$ cat src/rtl/nlms_pkg.sv
// Shared widths and constants for the normalized LMS adaptive FIR filter.
package nlms_pkg;

    localparam int SAMPLE_W   = 16;
    localparam int WEIGHT_W   = 32;
    localparam int ACC_W      = 64;
    localparam int POWER_W    = 40;
    localparam int GAIN_W     = 16;
    localparam int STEP_W     = 32;
    localparam int MUL_A_W    = 49;
    localparam int MUL_B_W    = 16;
    localparam int PROD_W     = 64;
    localparam int DIVISOR_W  = 41;
    localparam int DIV_STEPS  = 46;
    localparam int DIV_CNT_W  = 6;
    localparam int PADDR_W    = 3;
    localparam int PDATA_W    = 32;

    localparam logic [GAIN_W-1:0] GAIN_RESET = 16'd6554;
    localparam logic [0:0] REG_STEP_GAIN = 1'b0;

endpackage

$ cat src/rtl/nlms_mac.sv
// Shared signed multiplier with a registered product.
module nlms_mac (
    input  logic                                clk,
    input  logic signed [nlms_pkg::MUL_A_W-1:0] a,
    input  logic signed [nlms_pkg::MUL_B_W-1:0] b,
    output logic signed [nlms_pkg::PROD_W-1:0]  prod
);

    logic signed [nlms_pkg::PROD_W-1:0] prod_reg;
    logic signed [nlms_pkg::PROD_W-1:0] prod_next;

    assign prod_next = nlms_pkg::PROD_W'(a) * nlms_pkg::PROD_W'(b);

    always_ff @(posedge clk)
    begin
        prod_reg <= prod_next;
    end

    assign prod = prod_reg;

endmodule

$ cat config.mk
export PLATFORM = sky130hd
export DESIGN_NAME = nlms_mac
export DESIGN_NICKNAME = d
export VERILOG_FILES = /design/src/rtl/nlms_pkg.sv /design/src/rtl/nlms_mac.sv
export SDC_FILE = /design/constraint.sdc
export NUM_CORES = 2
export LEC_CHECK = 0
export BUFFER_PORTS_ARGS = -buffer_cell sky130_fd_sc_hd__clkbuf_2
export CORE_MARGIN = 1.5
export CORE_UTILIZATION = 59
export CTS_BUF_LIST = sky130_fd_sc_hd__clkbuf_16
export DETAILED_ROUTE_END_ITERATION = 8
export PLACE_DENSITY_LB_ADDON = 0.2
export SYNTH_ARGS = -nofsm -noshare
export SYNTH_HDL_FRONTEND = slang
export SYNTH_SLANG_ARGS = --single-unit
$ cat constraint.sdc
create_clock -name clk -period 6.2 [get_ports clk]
set_input_delay 0.62 -clock clk [delete_from_list [all_inputs] [get_ports clk]]
set_output_delay 0.62 -clock clk [all_outputs]
set_load 0.05 [all_outputs]
==> flow_summary.yaml <==
grt:
  grtUsageTotal: 0.354
  grt_overflow_total: 0
  antenna_found_initial: 0
  grt_pass1_vias: 24500
  grt_pass1_wl_um: 130000
  grt_max_degree: 40
logic_synthesis:
  yosys_warnings: 0
  synthesis.nets: 4102
  synth_edf_count: 0
  ys_top_cells_by_count: "inv_1 (866), fa_1 (718), nand2_1 (533)"
  synthFlopType: "dfxtp_1"
  async_reset_ff_frac: 0
  ys_seq_area_frac: 0.0462
  synth_area_mm2: 0.0277
  synth.most_common_cell: "inv_1"
  yosysTopAreaCell: "fa_1"
  ys_ff_latch: 64
  netlist.area_leader.share: 0.519
  yosysUniqueCellTypes: 59
  synthTopCellsByArea: "fa_1 (52%), inv_1 (12%), nand2_1 (7.2%), ha_1 (6.6%), and2_1 (5.9%)"
  syn_inst: 3172
  syn_area_per_cell_um2: 8.74
sta:
  finalCriticalPeriod_ns: 6.37
  clock.fmax_mhz: 157
  final-max-slew-violation-count: 0
  final.period_utilization: 1.03
  rsz0062_at_grt: "true"
  worst_pin_slew_ns: 0.483
  fin_ws_ns: -0.166
  fin_hold_ws_ns: 0.654
  setup_viol: 11
  hold_viol_final: 0
  relSlewSlack: 0.677
clocking:
  numCtsBuffers: 9
  clk_pin_slew_ns: 0.07
  hold_buffers: 0
  cts_buffer_depth: 2
  h-tree-depth: 3
  cts_tree: "done"
  clock-sinks: 64
  clockRootBuffer: "clkbuf_16"
worst_hold_path:
  hp-class: "in -> reg"
  hold_depth: 3
floorplanning:
  die_h_um: 220
  die-width_um: 220
  core_area_mm2: 0.0465
  dieArea_mm2: 0.0483
  start_util: 0.597
  io-pin-count: 130
  fp-row-count: 79
worst_setup_path:
  slowest_delay_ns: 0.55
  path_common_cell: "fa_1"
  start_kind: "input port"
  path_class: "in -> reg"
  cp_max_fo: 15
  slowest_stage: "fa_1"
  crit_arrival_ns: 6.64
  end_kind: "flip-flop"
  cp.required_ns: 6.48
final_layout:
  num-fill-cells: 3074
  drive_gt1_frac: 0.241
  largest_reg_flops: 64
  areaGrowthSynthToFinish_pct: 28.5
  final_nets: 4584
  finalCoreUtilization: 0.767
drt:
  drtAntennaViolNets: 0
  dr.pass1.iters: 6
  routed_wl_um: 85300
  routed-via-count: 23200
  drc_errors: 0
  dr.first_iter.drc_count: 1661
  vias_per_cell: 5.44
  avgRoutedWirePerCell_um: 20.0
outcome:
  violations: "setup timing"
  status: "finished, violations left"
placement:
  pre_cts_ws_ns: -0.936
  post-dp-hpwl_um: 62900
  place_congestion: 0.957
  portBuffers: 129
run:
  drv_cap: 0
[placed cells by master (no fill, tap or decap), types with 10 or more instances in the layout]
master     synthesis  layout
inv_1            866     834
fa_1             718     679
nand2_1          533     508
buf_4              0     369
and2_1           260     246
ha_1             146     112
clkbuf_2           0      89
nor2_1            76      65
dfxtp_1           64      64
buf_12             0      54
xnor2_1           50      45
a21oi_1           63      41
fa_2               0      39
buf_6              0      39
ha_4               0      34
inv_2              0      33
a21o_1            33      32
clkbuf_16          0      27
o21ai_0           39      24
nand2_2            0      22
xor2_1            20      20
buf_16             0      18
a21oi_2            0      16
and2_4             0      14
nand4_1           14      14
clkbuf_4           0      14
nand2b_1          13      12
o21a_1            10      10
[cell families after synthesis]
logic type / count (synthesis) / share of synthesized area
flops: 64 / 0.0462
compound gates: 216 / 0.0514
xor+xnor: 70 / 0.0221
simple gates: 942 / 0.157
fa+ha+maj: 864 / 0.585
buf+inv: 1016 / 0.138
[critical path, delay by kind of cell]
| kind | cells | cell delay (ns) |
|---|---|---|
| adders and majority gates | 7 | 3.41 |
| buffers and inverters | 8 | 0.94 |
| xor gates and xnor gates | 1 | 0.12 |
| AOI/OAI and AO/OA | 5 | 0.97 |
| and+or+nand+nor | 4 | 0.57 |
[final cells by class]
| class | count | area (µm²) | share of cell area |
|---|---|---|---|
| multi-input combinational | 2092 | 23900 | 0.672 |
| antenna | 2 | 5.00 | 0.000141 |
| clock buffer | 9 | 225 | 0.00632 |
| inverter | 866 | 3260 | 0.0915 |
| tap | 607 | 759 | 0.0213 |
| timing repair buffer | 621 | 6080 | 0.171 |
| clock inverter | 7 | 88.8 | 0.00249 |
| sequential | 64 | 1280 | 0.0360 |
[per-stage QoR]
| stage | cells | area, µm² | setup TNS [ns] |
|---|---|---|---|
| floorplan | 3172 | 27800 | -0.00391 |
| global placement | 4143 | 32000 | -16.77 |
| detailed placement | 4143 | 32000 | -18.58 |
| CTS | 4196 | 33800 | -0.280 |
| global route | 4266 | 35600 | -3.11 |
| finish | 4268 | 35600 | -0.772 |
[path summary, 6_finish.rpt]
path,start,to,slack [ns]
hold / removal,a[0],prod[0]$_DFF_P_,0.65
setup / recovery,a[7],prod[55]$_DFF_P_,-0.17
[routing by layer]
layer	GRT usage	wire length, µm	vias up
li1	-	-	10000
met1	0.452	31400	11700
met2	0.577	40600	1186
met3	0.0912	8770	298
met4	0.143	4580	0
met5	0	0	-
[repair_timing]
item / CTS / global route
setup endpoints to repair: 26 / 35
gates cloned: 20 / 14
gates resized for setup: 165 / 304
setup buffers: 17 / 64
pin swaps: 66 / 146
Power is left out: the tool's default activity adds up to more than one toggle a clock period on the data nets, which glitch-free logic cannot reach.
