### config.mk
export PLATFORM = sky130hd
export DESIGN_NAME = nlms_div
export DESIGN_NICKNAME = d
export VERILOG_FILES = /design/src/rtl/nlms_pkg.sv /design/src/rtl/nlms_div.sv
export SDC_FILE = /design/constraint.sdc
export NUM_CORES = 1
export LEC_CHECK = 0
export ABC_AREA = 1
export BUFFER_PORTS_ARGS = -buffer_cell sky130_fd_sc_hd__buf_2
export CAP_MARGIN = 10
export CORE_AREA = 2 2 184 186
export DETAILED_ROUTE_END_ITERATION = 10
export DIE_AREA = 0 0 186 188
export SLEW_MARGIN = 25
export SYNTH_ARGS = -nofsm -noshare
export SYNTH_HDL_FRONTEND = slang
export SYNTH_SLANG_ARGS = --single-unit
### constraint.sdc
create_clock -name clk -period 2.2 [get_ports clk]
set_input_delay 0.44 -clock clk [delete_from_list [all_inputs] [get_ports clk]]
set_output_delay 0.44 -clock clk [all_outputs]
set_load 0.02 [all_outputs]
### src/rtl/nlms_pkg.sv
// Shared widths and constants for the normalized LMS adaptive FIR filter.
package nlms_pkg;

    localparam int SAMPLE_W   = 16;
    localparam int WEIGHT_W   = 32;
    localparam int ACC_W      = 64;
    localparam int POWER_W    = 40;
    localparam int GAIN_W     = 16;
    localparam int STEP_W     = 32;
    localparam int MUL_A_W    = 49;
    localparam int MUL_B_W    = 16;
    localparam int PROD_W     = 64;
    localparam int DIVISOR_W  = 41;
    localparam int DIV_STEPS  = 46;
    localparam int DIV_CNT_W  = 6;
    localparam int PADDR_W    = 3;
    localparam int PDATA_W    = 32;

    localparam logic [GAIN_W-1:0] GAIN_RESET = 16'd6554;
    localparam logic [0:0] REG_STEP_GAIN = 1'b0;

endpackage

### src/rtl/nlms_div.sv
// Restoring divider: quotient of gain * 2^46 over the divisor, one bit a cycle.
module nlms_div (
    input  logic                                clk,
    input  logic                                rst_n,
    input  logic                                start,
    input  logic [nlms_pkg::GAIN_W-1:0]         gain,
    input  logic [nlms_pkg::DIVISOR_W-1:0]      divisor,
    output logic                                done,
    output logic [nlms_pkg::STEP_W-1:0]         quotient
);

    logic                                busy_reg;
    logic                                done_reg;
    logic [nlms_pkg::DIV_CNT_W-1:0]      cnt_reg;
    logic [nlms_pkg::DIVISOR_W-1:0]      rem_reg;
    logic [nlms_pkg::DIVISOR_W-1:0]      den_reg;
    logic [nlms_pkg::STEP_W-1:0]         quo_reg;
    logic [nlms_pkg::DIVISOR_W:0]        trial;
    logic [nlms_pkg::DIVISOR_W:0]        diff;
    logic                                fits;

    assign trial = {rem_reg, 1'b0};
    assign diff  = trial - {1'b0, den_reg};
    assign fits  = (trial >= {1'b0, den_reg});

    always_ff @(posedge clk or negedge rst_n)
    begin
        if (!rst_n)
        begin
            busy_reg <= 1'b0;
            done_reg <= 1'b0;
            cnt_reg  <= '0;
        end
        else
        begin
            done_reg <= 1'b0;
            if (start)
            begin
                busy_reg <= 1'b1;
                cnt_reg  <= '0;
            end
            else if (busy_reg)
            begin
                cnt_reg <= cnt_reg + 1'b1;
                if (cnt_reg == nlms_pkg::DIV_CNT_W'(nlms_pkg::DIV_STEPS - 1))
                begin
                    busy_reg <= 1'b0;
                    done_reg <= 1'b1;
                end
            end
        end
    end

    // Remainder stays below the divisor, so one shifted bit suffices.
    always_ff @(posedge clk)
    begin
        if (start)
        begin
            rem_reg <= nlms_pkg::DIVISOR_W'(gain);
            den_reg <= divisor;
            quo_reg <= '0;
        end
        else if (busy_reg)
        begin
            rem_reg <= fits ? diff[nlms_pkg::DIVISOR_W-1:0] : trial[nlms_pkg::DIVISOR_W-1:0];
            quo_reg <= {quo_reg[nlms_pkg::STEP_W-2:0], fits};
        end
    end

    assign done     = done_reg;
    assign quotient = quo_reg;

endmodule

==> summary.txt, run 1 <==
Rows -> 67
Footprint of the multi-input gates -> 0.00481 mm^2
Clock share of power -> 30.8%
Most used DFF post-synth -> edfxtp_1
Warnings from Yosys -> 0
Final std cells w/o fill -> 1,846
Worst hold margin -> 0.178 ns
Worst Skew -> 0.0127 ns
Overall routing resource usage -> 14.7%
Final Cycle Share -> 101%
Least-Margin Pin Slew -> 0.397 ns
Sequential share of power -> 30.3%
Synth unique cells -> 36
Net Count, Synth -> 1,281
Final net count -> 1,487
Placeable Area -> 0.0331 mm^2
Mean Syn Cell Area -> 6.89 um^2
Iter 0 DRT Violations -> 438
Fin Setup TNS -> -0.0604 ns
Slowest cell on the critical path -> edfxtp_1
Total gr overflow -> 0
Full die area -> 0.0350 mm^2
Root buffer cell -> clkbuf_16
Largest net degree at the start of global routing -> 50
Share of flip-flops with an asynchronous set or reset -> 6.56%
Placed cells -> 1,792
Clk slew on worst S/H paths -> 0.07 ns
Post-layout util -> 34.4%
H-tree depth -> 4
# DRC -> 0
Final worst slack -> -0.0176 ns
Clk sinks -> 122
# fillers -> 3,548
Internal -> 5.77 mW
Final Hold Fails -> 0
Die Wd -> 186 um
Drt first pass iters -> 5
Critical Path Start Type -> flop
Max-Slew Margin vs Limit -> 73.3%
Port Buffers -> 92
PD cells -> 796 mW/mm^2
Final min period -> 2.22 ns
Synthesis-to-finish area growth -> 40.6%
Sw Ratio -> 36.4%
Final Setup Violations -> 6
IO Pins -> 93
RSZ-0062 raised after global routing -> true
CTS Buf Count -> 17
Violated checks -> setup timing
Max Freq -> 0.451 GHz
Clock Path Buffers -> 2
Critical path class -> reg -> reg
First-pass GRT wire length -> 40,000 um
Remaining antenna violation count after routing -> 0
WL final -> 26,200 um
Skew-Pair Late Insertion Delay -> 0.43 ns
NetSw -> 3.31 mW
Max Slew Vio Count -> 0
Initial Util -> 24.5%
Share of cells above drive strength 1 -> 29.5%
VDD IR max -> 0.351 mV
Routability Congestion -> 0.957
Number of synthesized flops with an enable pin -> 57
Seq cells post-synth -> 122
Leakage -> 5.66 nW
Critical Path End Type -> flop
Critical path's largest stage delay -> 0.45 ns
Data required time of the worst path -> 2.52 ns
Seq/Total Area, Yosys -> 37.6%
Avg WL per Cell -> 14.2 um
TritonCTS clock tree -> done
Cell Area, Synth -> 0.00811 mm^2
Status -> finished with violations
Critical path peak fanout -> 7
Critical-path cell list -> ha_4 > nand2_4 > buf_6 > nor2_4 > nand2_2 > nor2_4 > nand3_2 > nand2_2 > nor2_4 > buf_12 > buf_6 > buf_6 > nand4_1 > nand2_1 > inv_1 > nand2_1
Reported max-cap violation count -> 0
Final HPWL DP -> 19,500 um
Vias in the first global route -> 7,826
Routed vias/inst -> 4.37
Logic gate share of total power -> 38.9%
Initial antenna violation count -> 4
Via count -> 8,066
Die height -> 188 um
Gate count after technology mapping -> 1,177
Worst Path Arrival -> 2.54 ns
Hold crit path type -> in -> reg
Reg area -> 0.00305 mm^2
-- per-layer routing --
layer / up-vias / track usage (%) / part of all wire, %
met1: 3727 / 19.4 / 47
met2: 180 / 23.9 / 46
met4: 4 / 4.06 / 1.7
met3: 35 / 3.63 / 5.2
met5: - / 0 / 0.092
li1: 4120 / - / -
-- power by group through the flow --
stage / clock (mW) / sequential [mW] / combinational (mW)
after detailed placement: 0 / 2.74 / 2.82
after global routing: 2.96 / 2.77 / 3.88
final: 2.80 / 2.75 / 3.53
after global placement: 0 / 2.74 / 2.82
after CTS: 2.87 / 2.71 / 2.93
after floorplan: 0 / 2.72 / 1.76
-- cell families after synthesis --
logic type | count (synthesis) | synth area share [%]
AO/OA/AOI/OAI | 84 | 5.88
XOR/XNOR | 23 | 2.48
adder cells (fa/ha/maj) | 44 | 6.88
buffers and inverters | 258 | 12.6
flip-flops | 122 | 37.6
AND/OR/NAND/NOR | 646 | 34.5
-- Yosys cell counts (4+ instances only) --
cell type	count	area [um^2]
clkbuf_1	15	56.3
xnor2_1	13	114
a21oi_1	30	150
nor2_4	5	56.3
nor3_1	7	35.0
xor2_1	10	87.6
nand3_1	92	460
inv_1	224	841
nand4_1	27	169
dfxtp_1	57	1140
o21ai_0	15	75.1
edfxtp_1	57	1710
buf_2	5	25.0
o22ai_1	31	194
nand2_2	10	62.6
nor2_1	77	289
nor2_2	10	62.6
o21bai_1	4	30.0
nand3b_1	15	113
dfrtp_1	8	200
ha_1	43	538
nand2_1	394	1480
buf_6	5	56.3
-- cell usage in the layout (no fill, tap or decap), drive strengths merged, types with 23 or more instances in the layout --
cell type / n
a21oi: 31
buf: 211
clkbuf: 23
dfxtp: 57
edfxtp: 57
ha: 43
inv: 236
nand2: 406
nand3: 95
nand4: 27
nor2: 92
o22ai: 31
-- final timing paths --
check / depth (start not counted) / slack (ns) / end / start
max in group asynchronous: 2 / 1.64 / cnt_reg[1] / rst_n
worst min register to register: 2 / 0.46 / quotient[31] / quotient[31]
worst max-delay path: 16 / -0.02 / rem_reg[36] / rem_reg[15]
worst min-delay path: 1 / 0.18 / den_reg[9] / divisor[9]
min in group asynchronous: 2 / 0.38 / done / rst_n
worst max register to register: 16 / -0.02 / rem_reg[36] / rem_reg[15]
-- worst max-delay path: cells and delay by family (launching register included) --
family                     cells  cell delay, ns
buffers and inverters          5            0.57
and+or+nand+nor               10            0.80
DFF                            1            0.45
adders and majority gates      1            0.32
-- stage by stage --
stage	setup slack (ns)	total power [mW]	cell area, um^2
2_1_floorplan	0.148	4.48	8110
3_3_place_gp	-0.186	5.55	9790
3_5_place_dp	-0.196	5.56	9790
4_1_cts	-0.0199	8.50	10500
5_1_grt	-0.0960	9.61	11400
6_report	-0.0176	9.08	11400
-- final cells by class --
cell class | instances | share of cell area, %
Sequential cell | 122 | 26.8
Tap cell | 448 | 4.92
Inverter | 229 | 7.54
Multi-Input combinational cell | 798 | 42.2
Clock buffer | 20 | 4.20
Timing Repair Buffer | 215 | 13.5
Clock inverter | 12 | 0.867
Antenna cell | 2 | 0.0439
-- repair_timing --
| item | 4_1_cts | 5_1_grt |
|---|---|---|
| hold endpoints to repair | 8 | 0 |
| buffers inserted | 1 | 14 |
| gates cloned | 0 | 4 |
| setup endpoints to repair | 42 | 42 |
| resized for setup | 29 | 148 |
| pin swaps | 5 | 83 |
| hold buffers | 1 | 0 |
Note: power is estimated with default switching activity, not from simulation.
==> inputs of run 2 (changes only) <==
==> constraint.sdc (replaced) <==
create_clock -name clk -period 2.4 [get_ports clk]
set_input_delay 0.48 -clock clk [delete_from_list [all_inputs] [get_ports clk]]
set_output_delay 0.48 -clock clk [all_outputs]
set_load 0.02 [all_outputs]
==> summary.txt, run 2 (synthesized netlist as in run 1, its figures left out) <==
Final Cycle Share -> 95.8%
Total gr overflow -> 0
Post-CTS setup buffer count -> 0
Max Slew Vio Count -> 0
Skew-Pair Late Insertion Delay -> 0.44 ns
Final min period -> 2.30 ns
Status -> finished, final reports clean
Final Setup Violations -> 0
Critical path class -> reg -> reg
Rows -> 67
Commonest non-fill, non-tap cell in the layout -> nand2_1
Overall routing resource usage -> 14.4%
CTS Buf Count -> 17
Die Wd -> 186 um
Routability Congestion -> 0.972
Final net count -> 1,390
Final std cells w/o fill -> 1,749
WL final -> 24,900 um
Full die area -> 0.0350 mm^2
IO Pins -> 93
VDD IR max -> 0.436 mV
Worst Path Arrival -> 2.48 ns
Avg WL per Cell -> 14.2 um
Footprint of the multi-input gates -> 0.00424 mm^2
Critical Path End Type -> flop
# fillers -> 3,625
Placeable Area -> 0.0331 mm^2
Via count -> 7,621
Die height -> 188 um
Critical Path Start Type -> flop
Hold crit path type -> in -> reg
Root buffer cell -> clkbuf_16
Fin Setup TNS -> 0 ns
Critical path peak fanout -> 15
Least-Margin Pin Slew -> 0.634 ns
PD cells -> 742 mW/mm^2
Clk slew on worst S/H paths -> 0.06 ns
TritonCTS clock tree -> done
Synthesis-to-finish area growth -> 23.6%
Placed cells -> 1,714
Worst Skew -> 0.0199 ns
Reported max-cap violation count -> 0
Clk sinks -> 122
Port Buffers -> 92
Max-Slew Margin vs Limit -> 57.7%
Drt first pass iters -> 5
Remaining antenna violation count after routing -> 0
Vias in the first global route -> 7,472
First-pass GRT wire length -> 39,100 um
Leakage -> 5.08 nW
Most frequent cells in the layout -> 390 x nand2_1, 224 x inv_1, 92 x buf_2
Largest net degree at the start of global routing -> 50
Data required time of the worst path -> 2.58 ns
Initial antenna violation count -> 2
Max Freq -> 0.435 GHz
Routed vias/inst -> 4.36
Iter 0 DRT Violations -> 371
RSZ-0062 raised after global routing -> true
Share of cells above drive strength 1 -> 16.3%
Final HPWL DP -> 19,300 um
H-tree depth -> 4
Initial Util -> 24.5%
Final Hold Fails -> 0
Reg area -> 0.00305 mm^2
# DRC -> 0
Clock Path Buffers -> 2
run 2: cell count changes in the layout (fill, tap and decap cells not counted), sizes merged:
cell      previous run  this run
inv                236       238
buf                211       118
nand2              406       405
clkinvlp             0         1
clkinv               5         4
clkbuf              23        18
run 2: repair_timing:
action                                  CTS  global route
resized for setup                         2            36
cloned                                    0             0
hold buffers                              1             0
hold endpoints to repair                  8             0
endpoints found under the setup margin   13            35
run 2: cell type report:
cell class / instances / area share, %
clock buffer: 18 / 4.49
inverter: 229 / 8.57
clock inverter: 14 / 1.19
multi-input combinational: 797 / 42.3
timing repair buffer: 119 / 7.42
tap: 448 / 5.59
antenna: 2 / 0.0499
sequential: 122 / 30.4
run 2: layer usage:
| layer | share of wire (%) | wire, um | vias up | track usage (%) |
|---|---|---|---|---|
| li1 | - | - | 3930 | - |
| met1 | 47 | 11700 | 3497 | 19.0 |
| met2 | 47 | 11600 | 167 | 23.7 |
| met3 | 5.0 | 1240 | 25 | 3.24 |
| met4 | 1.3 | 326 | 2 | 3.76 |
| met5 | 0.032 | 8 | - | 0 |
run 2: per-stage QoR:
step | total power, mW | hold WS, ns | setup slack, ns | area [um^2] | utilization [%]
2_1_floorplan | 4.11 | 0.184 | 0.348 | 8110 | -
6_report | 7.44 | 0.215 | 0.100 | 10000 | 30.3
5_1_grt | 7.89 | 0.211 | -0.0246 | 10000 | 30.3
4_1_cts | 7.36 | 0.204 | 0.00615 | 9800 | 29.6
3_5_place_dp | 4.78 | 0.343 | -0.0263 | 9220 | 27.8
3_3_place_gp | 4.77 | 0.333 | 0.0138 | 9220 | 27.8
run 2: power breakdown:
part	leakage, nW	internal, mW	switching (mW)
Clock	0.282	1.42	1.11
Combinational	3.65	0.905	1.50
Sequential	1.14	2.38	0.128
Total	5.08	4.70	2.74
run 2: final timing paths:
kind                               from            to  slack [ns]  cells past startpoint
max reg2reg                 den_reg[32]    rem_reg[7]         0.1                     14
min reg2reg                quotient[31]  quotient[31]        0.47                      2
max in group asynchronous         rst_n    cnt_reg[1]        1.80                      2
max                         den_reg[32]    rem_reg[7]         0.1                     14
min in group asynchronous         rst_n    cnt_reg[2]        0.42                      2
min                         divisor[32]   den_reg[32]        0.22                      1
run 2: worst max-delay path, cell delays in order (launching register included):
cell	delay, ns
edfxtp_1	0.33
inv_1	0.04
ha_1	0.35
nand2_1	0.19
nor2_4	0.17
inv_2	0.04
nor2_2	0.12
inv_2	0.05
nor2_1	0.19
nand2_4	0.11
nand2_4	0.10
buf_12	0.15
nand2_1	0.06
nand3_1	0.06
nand2_1	0.06
